$ cat config.mk
export PLATFORM = sky130hd
export DESIGN_NAME = brc_cfg
export DESIGN_NICKNAME = d
export VERILOG_FILES = /design/src/sv/brc_pkg.sv /design/src/sv/brc_cfg.sv
export SDC_FILE = /design/constraint.sdc
export NUM_CORES = 1
export LEC_CHECK = 0
export BUFFER_PORTS_ARGS = -buffer_cell sky130_fd_sc_hd__buf_4
export CORE_AREA = 2 2 138 140
export CTS_BUF_LIST = sky130_fd_sc_hd__clkbuf_8
export DETAILED_ROUTE_END_ITERATION = 6
export DIE_AREA = 0 0 140 142
export PLACE_DENSITY_LB_ADDON = 0.1
export SLEW_MARGIN = 20
export SYNTH_ARGS = -nofsm -noshare
export SYNTH_HDL_FRONTEND = slang
export SYNTH_SLANG_ARGS = --single-unit
$ cat constraint.sdc
create_clock -name clk -period 1.6 [get_ports clk]
set_clock_uncertainty 0.2 [all_clocks]
set_input_delay 0.48 -clock clk [delete_from_list [all_inputs] [get_ports clk]]
set_output_delay 0.48 -clock clk [all_outputs]
set_load 0.1 [all_outputs]
$ cat src/sv/brc_pkg.sv
package brc_pkg;

  localparam int unsigned CoefW   = 32;
  localparam int unsigned NumCoef = 5;
  localparam int unsigned IdxW    = 3;

  localparam logic [IdxW-1:0] RegAc1Ac2 = 3'd0;
  localparam logic [IdxW-1:0] RegAc3Ac4 = 3'd1;
  localparam logic [IdxW-1:0] RegAc5Ac6 = 3'd2;
  localparam logic [IdxW-1:0] RegB1B2   = 3'd3;
  localparam logic [IdxW-1:0] RegMcMd   = 3'd4;

  localparam logic [31:0] TempOffset = 32'd4000;
  localparam logic [31:0] HalfScale  = 32'd32768;
  localparam logic [31:0] PressScale = 32'd50000;
  localparam logic [31:0] SqCoef     = 32'd3038;
  localparam logic [31:0] LinCoef    = 32'hFFFF_E343;  // -7357
  localparam logic [31:0] PressBias  = 32'd3791;

  typedef struct packed {
    logic signed [31:0] ac1;
    logic signed [31:0] ac2;
    logic signed [31:0] ac3;
    logic [31:0]        ac4;
    logic [31:0]        ac5;
    logic [31:0]        ac6;
    logic signed [31:0] b1;
    logic signed [31:0] b2;
    logic signed [31:0] mc;
    logic signed [31:0] md;
  } coef_t;

  typedef struct packed {
    logic [15:0] raw_temp;
    logic [23:0] raw_press;
  } in_item_t;

  typedef struct packed {
    logic signed [31:0] temp_tenths;
    logic signed [31:0] pressure_pa;
    logic               div_error;
  } out_item_t;

endpackage

$ cat src/sv/brc_cfg.sv
module brc_cfg (
  input  logic                      clk,
  input  logic                      rst,
  input  logic                      cfg_we,
  input  logic [brc_pkg::IdxW-1:0]  cfg_index,
  input  logic [brc_pkg::CoefW-1:0] cfg_data,
  output brc_pkg::coef_t            coef
);
  logic [31:0] ac1_ac2, ac3_ac4, ac5_ac6, b1_b2, mc_md;

  always_ff @(posedge clk) begin
    if (rst) begin
      ac1_ac2 <= '0;
      ac3_ac4 <= '0;
      ac5_ac6 <= '0;
      b1_b2   <= '0;
      mc_md   <= '0;
    end else if (cfg_we) begin
      case (cfg_index)
        brc_pkg::RegAc1Ac2: ac1_ac2 <= cfg_data;
        brc_pkg::RegAc3Ac4: ac3_ac4 <= cfg_data;
        brc_pkg::RegAc5Ac6: ac5_ac6 <= cfg_data;
        brc_pkg::RegB1B2:   b1_b2   <= cfg_data;
        brc_pkg::RegMcMd:   mc_md   <= cfg_data;
        default: ;
      endcase
    end
  end

  always_comb begin
    coef.ac1 = {{16{ac1_ac2[31]}}, ac1_ac2[31:16]};
    coef.ac2 = {{16{ac1_ac2[15]}}, ac1_ac2[15:0]};
    coef.ac3 = {{16{ac3_ac4[31]}}, ac3_ac4[31:16]};
    coef.ac4 = {16'd0, ac3_ac4[15:0]};
    coef.ac5 = {16'd0, ac5_ac6[31:16]};
    coef.ac6 = {16'd0, ac5_ac6[15:0]};
    coef.b1  = {{16{b1_b2[31]}}, b1_b2[31:16]};
    coef.b2  = {{16{b1_b2[15]}}, b1_b2[15:0]};
    coef.mc  = {{16{mc_md[31]}}, mc_md[31:16]};
    coef.md  = {{16{mc_md[15]}}, mc_md[15:0]};
  end
endmodule

## Word level (Yosys, flattened, before mapping)

Cells that the tools add are included.

| storage, ports and cells | value |
|---|---|
| register bits after elaboration | 160 |
| input port bits | 38 |

| cells by class | value |
|---|---|
| eq/ne operators | 4 |
| reduce and logical (&&, ||, !) cells | 6 |

Operators by type and width:

| cell | count |
|---|---|
| $reduce_and 2->1 | 5 |
| $eq 3x2->1 const B | 2 |
| $eq 3x1->1 const B | 1 |
| $eq 3x3->1 const B | 1 |
| $logic_not 3->1 | 1 |

## Longest topological paths before layout

Gate-level depths: netlist (run 1).

| logic depth | value |
|---|---|
| depth after elaboration | 2 |
| depth in mapped cells | 4 |

## Worst setup path after synthesis (run 1)

No wires, ideal clock.

| timing path | value |
|---|---|
| path type | register to output |
| start point | register b1_b2[31] |
| end point | output port coef[112] in the netlist's numbering |
| data required time | 920 ps |
| slack | -724 ps |
| cell stages (with the launch flop) | 2 |
| arrival time | 1644 ps |
| buffers on the path | 1 |
| path through | dfxtp_1 buf_4 |

RTL lines:

| element | RTL line | source |
|---|---|---|
| start: declaration | brc_cfg.sv:9 | `logic [31:0] ac1_ac2, ac3_ac4, ac5_ac6, b1_b2, mc_md;` |
| start signal: assignment | brc_cfg.sv:23 | `brc_pkg::RegB1B2: b1_b2 <= cfg_data;` |
| end: declaration | brc_cfg.sv:7 | `output brc_pkg::coef_t coef` |

No word-level cell between the ends.

## Final worst setup path (run 1)

| timing path | value |
|---|---|
| start point | register ac1_ac2[15] |
| end point | output port coef[281] in the netlist's numbering |

RTL lines:

| element | RTL line | source |
|---|---|---|
| start: declaration | brc_cfg.sv:9 |  |
| start signal: assignment | brc_cfg.sv:20 | `brc_pkg::RegAc1Ac2: ac1_ac2 <= cfg_data;` |

No word-level cell between the ends.

==> run_results.csv, run 1 <==
group,metric,value,unit
setup_path,start_kind,"register",
timing,period_share,118,%
synthesis,syn_avg_cell_area,10.4,um^2
placement,dp_slack,-0.181,ns
grt,grtUsageTotal,22.5,%
power,irDropWorstVdd,689,uV
setup_path,rr_startpoint,"mc_md[31]",
job,maxCapViolations,0,
placement,port_buffers,309,
detailed_routing,postRouteAntennaNets,0,
synthesis,synth_area_leaders,"dfxtp_1 (43%), mux2i_1 (21%), buf_4 (17%)",
timing,setup_ws,-0.281,ns
power,leakagePower,6.29,nW
grt,grt_pass1_wl,34.7,mm
power,powerDensity,743,nW/um^2
final_layout,nNetsFinal,1017,
setup_path,timing.rr.end,"mc_md[31]",
grt,antenna_found_initial,0,
final_layout,drive_above_1_share,59.6,%
timing,rsz0062_at_grt,"yes",
synthesis,ys_warn_count,0,
timing,drv_slew,0,
run_status,status,"finished, violations left",
setup_path,path_max_fanout,9,
grt,grt_pass1_vias,6012,
grt,grt_max_degree,40,
detailed_routing,wl,23.5,mm
final_layout,syn2layout_area_growth,85.7,%
timing,finalSetupTns,-42.10,ns
run_status,failed_checks,"DRC, setup timing",
floorplan,num_io_pins,358,
final_layout,final_cell_area,13900,um^2
synthesis,synthCells,719,
detailed_routing,drt_iter0_markers,253,
detailed_routing,wl_per_cell,19.2,um
synthesis,synth_top_area_cell,"dfxtp_1",
timing,max_freq,532,MHz
clock_network,cts.sinks,160,
synthesis,syn_area,7500,um^2
clock_network,cts_buffer_depth,2,
clock_network,clkTransAtPathRegs,0.08,ns
floorplan,die_h,142,um
timing,min_period,1.88,ns
final_layout,n_antenna_cell,0,
floorplan,die_area,19900,um^2
synthesis,yosysUniqueCellTypes,13,
min_path,min_path_cells,3,
clock_network,clk_root_buffer_cell,"clkbuf_8",
clock_network,cts_buffers,17,
detailed_routing,drc,25,
min_path,hold_path_class,"in -> reg",
clock_network,clkLatencyLatePin,0.44,ns
setup_path,worstSetupEndpoint,"coef[281]",
placement,dpl.hpwl,14.0,mm
detailed_routing,vias_per_cell,4.64,
synthesis,ys_seq_area_share,42.7,%
floorplan,core,18500,um^2
floorplan,initial_core_util,40.6,%
placement,gp_congestion,0.859,
setup_path,crit_type,"reg -> out",
synthesis,synth-seq-cells,160,
synthesis,synth_top_area_share,42.7,%
floorplan,rows,50,
timing,finalHoldViolCount,0,
detailed_routing,num_vias,5683,
clock_network,cts_tree,"yes",
setup_path,worstSetupStartpoint,"ac1_ac2[15]",
clock_network,h-tree-depth,4,
timing,whs,0.206,ns
power,finalPower,10.3,mW
setup_path,arrival,1.20,ns
floorplan,die_w,140,um
setup_path,rr_worst_depth,4,
grt,grt_overflow_total,0,
setup_path,cp.required,0.92,ns
placement,dpl_cell_area,9480,um^2
timing,setup_violations,272,
detailed_routing,drtPass1Iterations,7,
setup_path,crit_path_end_kind,"primary output",
setup_path,r2r_slack,0.46,ns
## stage by stage
step | utilization [%] | cells
detailed placement | 51.4 | 1138
finish | 75.4 | 1226
global route | 75.4 | 1226
floorplan | - | 766
CTS | 73.3 | 1203
global placement | 51.4 | 1138
## sequential cells by signal (all words and copies together) (netlist names)
| signal | count |
|---|---|
| mc_md | 32 |
| ac3_ac4 | 32 |
| b1_b2 | 32 |
| ac5_ac6 | 32 |
| ac1_ac2 | 32 |
## logic make-up after synthesis
| kind of cell | synth area share (%) |
|---|---|
| buffers and inverters | 18.7 |
| DFF | 42.7 |
| muxes | 21.4 |
| other | 0.0500 |
| and+or+nand+nor | 17.2 |
## cell usage after synthesis, drive strengths merged
library cell	count
nor4bb	1
nand2b	192
dfxtp	160
buf	177
nand4bb	3
or4b	1
nor4b	1
mux2i	160
nand4b	1
conb	1
clkbuf	22
## how the worst min path moves through the flow
| stage | from | end |
|---|---|---|
| 6_report | cfg_data[1] | ac3_ac4[1] |
| 5_1_grt | cfg_data[0] | ac5_ac6[0] |
| 4_1_cts | cfg_data[1] | ac3_ac4[1] |
| 3_5_place_dp | ac1_ac2[0] | ac1_ac2[0] |
| 3_3_place_gp | ac1_ac2[5] | ac1_ac2[5] |
| 2_1_floorplan | cfg_index[0] | ac1_ac2[31] |
## where the power goes
part	leakage (nW)	internal (mW)	switching [mW]
clock	0.218	1.77	1.57
sequential	1.38	4.04	0.104
combinational	4.69	0.884	1.98
total	6.29	6.69	3.65
## worst max-delay path, stage by stage (launching register included)
cell     delay [ns]
dfxtp_4        0.38
buf_12         0.17
buf_12         0.19
## metal layers
layer  global-route usage, %  wire length, um  vias to the layer above  part of all wire, %
met5                       0                0                        -                    0
met4                    8.83              650                        0                  2.8
met3                    6.80             1470                       37                  6.2
met2                    42.2            12900                      209                   55
met1                    23.7             8540                     2799                   36
li1                        -                -                     2638                    -
## cells in the final DEF, fill, tap and decap left out, drive strengths merged
cell type,netlist,final
clkbuf,22,18
nand4b,1,1
clkinvlp,0,3
nand4bb,3,3
conb,1,48
clkinv,0,3
nand2b,192,192
bufinv,0,4
mux2i,160,160
nor4b,1,1
nor4bb,1,1
dfxtp,160,160
or4b,1,1
buf,177,393
inv,0,4
## timing repair
action	in CTS	in global routing
setup endpoints to repair	272	272
gates resized for setup	789	56
hold buffers	0	0
buffers inserted	33	23
## cell type report
cell class,count,area (um^2)
Clock buffer,18,248
Clock inverter,14,203
Fill cell,1091,4540
Multi-Input combinational cell,407,3130
Sequential cell,160,3490
Tap cell,234,293
Timing Repair Buffer,393,6560
Note: power is estimated with default switching activity, not from simulation.
==> run 2: changes to the inputs <==
Settings changed: CORE_AREA 2 2 138 140 to 2 2 137 139, CTS_BUF_LIST sky130_fd_sc_hd__clkbuf_8 to sky130_fd_sc_hd__clkbuf_16, DIE_AREA 0 0 140 142 to 0 0 139 141, HOLD_SLACK_MARGIN set to 0.02.
==> run 2 against run 1 <==
Fmax is 1.5% higher. Count of clock-buffer cells in the layout stayed put. Global-route usage is 0.17 points lower. Worst hold slack better by 0.011 ns. Register-to-register slack worse by 0.07 ns. Sequential power hardly changed. Via count is 0.32% higher. Largest power group unchanged. Combinational power hardly changed. Power is 4.1% higher. Critical endpoint is now coef[26]. The flow finishes with violations (setup timing).
==> run_results.csv, run 2 (synthesis results as in run 1) <==
group,metric,value,unit
timing,drv_slew,0,
detailed_routing,drt_iter0_markers,238,
clock_network,clkLatencyLatePin,0.41,ns
floorplan,die_h,141,um
final_layout,drive_above_1_share,59.6,%
floorplan,num_io_pins,358,
power,leakagePower,6.37,nW
clock_network,clk_root_buffer_cell,"clkbuf_16",
floorplan,die_area,19600,um^2
final_layout,final_cell_area,14000,um^2
detailed_routing,drc,0,
floorplan,rows,50,
setup_path,crit_type,"reg -> out",
placement,dpl_cell_area,9480,um^2
setup_path,crit_path_end_kind,"primary output",
setup_path,start_kind,"register",
setup_path,path_max_fanout,9,
grt,grtUsageTotal,22.3,%
min_path,hold_path_class,"in -> reg",
setup_path,cpMostUsedCell,"buf_12",
setup_path,critPathMaxStageDelay,0.39,ns
final_layout,fin_util,76.6,%
clock_network,clkTransAtPathRegs,0.07,ns
detailed_routing,drtPass1Iterations,4,
final_layout,nNetsFinal,1031,
detailed_routing,num_vias,5701,
detailed_routing,vias_per_cell,4.60,
clock_network,cts_buffer_depth,2,
clock_network,ctsHoldBuffers,0,
timing,period_share,116,%
grt,grt_pass1_wl,34.5,mm
clock_network,cts_tree,"yes",
clock_network,cts_buffers,17,
job,maxCapViolations,0,
setup_path,slowest_stage,"dfxtp_4",
setup_path,arrival,1.17,ns
floorplan,die_w,139,um
detailed_routing,wl_per_cell,19.0,um
grt,antenna_found_initial,0,
final_layout,layout_commonest_cell,"buf_12",
timing,whs,0.217,ns
detailed_routing,wl,23.5,mm
placement,dpl.hpwl,13.6,mm
timing,min_period,1.85,ns
placement,port_buffers,309,
run_status,failed_checks,"setup timing",
grt,grt_overflow_total,0,
timing,rsz0062_at_grt,"yes",
power,finalPower,10.8,mW
grt,use_met2,40.7,%
setup_path,crit_chain,"buf_12 > buf_12",
run_status,status,"finished, violations left",
placement,dp_slack,-0.192,ns
timing,setup_ws,-0.253,ns
final_layout,layout_common_cells,"buf_12 (263), nand2b_1 (192), mux2i_1 (160)",
placement,gp_congestion,0.754,
timing,max_freq,540,MHz
grt,globalRouteMet3Util,6.90,%
timing,setup_violations,272,
timing,finalHoldViolCount,0,
power,powerDensity,769,nW/um^2
detailed_routing,postRouteAntennaNets,0,
clock_network,cts.sinks,160,
floorplan,core,18300,um^2
grt,grt_max_degree,50,
grt,grt_pass1_vias,5809,
grt,met1_usage,25.0,%
clock_network,h-tree-depth,4,
power,irDropWorstVdd,740,uV
final_layout,n_antenna_cell,0,
setup_path,cp.required,0.92,ns
grt,top_usage_layer,"met2",
floorplan,initial_core_util,41.0,%
final_layout,fillers,1036,
final_layout,syn2layout_area_growth,86.8,%
## run 2: changes by cell type in the layout (fill, tap and decap cells not counted), sizes merged
cell,before,now
buf,393,406
bufinv,4,0
clkbuf,18,19
clkinv,3,7
clkinvlp,3,4
inv,4,3
## run 2: routing by layer
| layer | part of all wire (%) | wire, um | vias up |
|---|---|---|---|
| met2 | 55 | 12900 | 201 |
| li1 | - | - | 2672 |
| met4 | 1.4 | 333 | 0 |
| met1 | 37 | 8760 | 2807 |
| met3 | 6.5 | 1540 | 21 |
| met5 | 0 | 0 | - |
## run 2: area by class of cell
type	instances	area, um^2	area share, %
clock buffer	18	450	3.22
clock inverter	14	88.8	0.634
timing repair buffer	407	6570	46.9
tap	234	293	2.09
multi-input combinational	407	3130	22.3
sequential	160	3470	24.8
## run 2: worst max-delay path, delay by kind of cell (launching register included)
| family | cells | cell delay (ns) |
|---|---|---|
| buf+inv | 2 | 0.35 |
| flops | 1 | 0.39 |
## run 2: where the power goes
group | leakage, nW | internal [mW] | switching [mW]
clock network | 0.255 | 2.06 | 1.69
registers | 1.38 | 4.05 | 0.103
logic | 4.74 | 0.879 | 1.98
## run 2: what timing repair did
item | in CTS | in global routing
gates resized for setup | 760 | 60
endpoints found under the hold margin | 0 | 0
pin swaps | 0 | 0
setup buffers | 41 | 27
endpoints found under the setup margin | 272 | 272
cloned | 0 | 1
## run 2: worst paths after layout
check	end	from	slack [ns]	cells after the start
hold / removal	ac3_ac4[25]	rst	0.22	3
setup reg to reg	mc_md[15]	mc_md[15]	0.39	4
setup / recovery	coef[26]	mc_md[15]	-0.25	2
hold reg to reg	ac1_ac2[3]	ac1_ac2[3]	0.29	2
## run 2: stage by stage
stage,instances,setup TNS [ns]
2_1_floorplan,766,-4.04
3_3_place_gp,1139,-7.18
3_5_place_dp,1139,-11.65
4_1_cts,1212,-34.95
5_1_grt,1240,-41.21
6_report,1240,-32.86
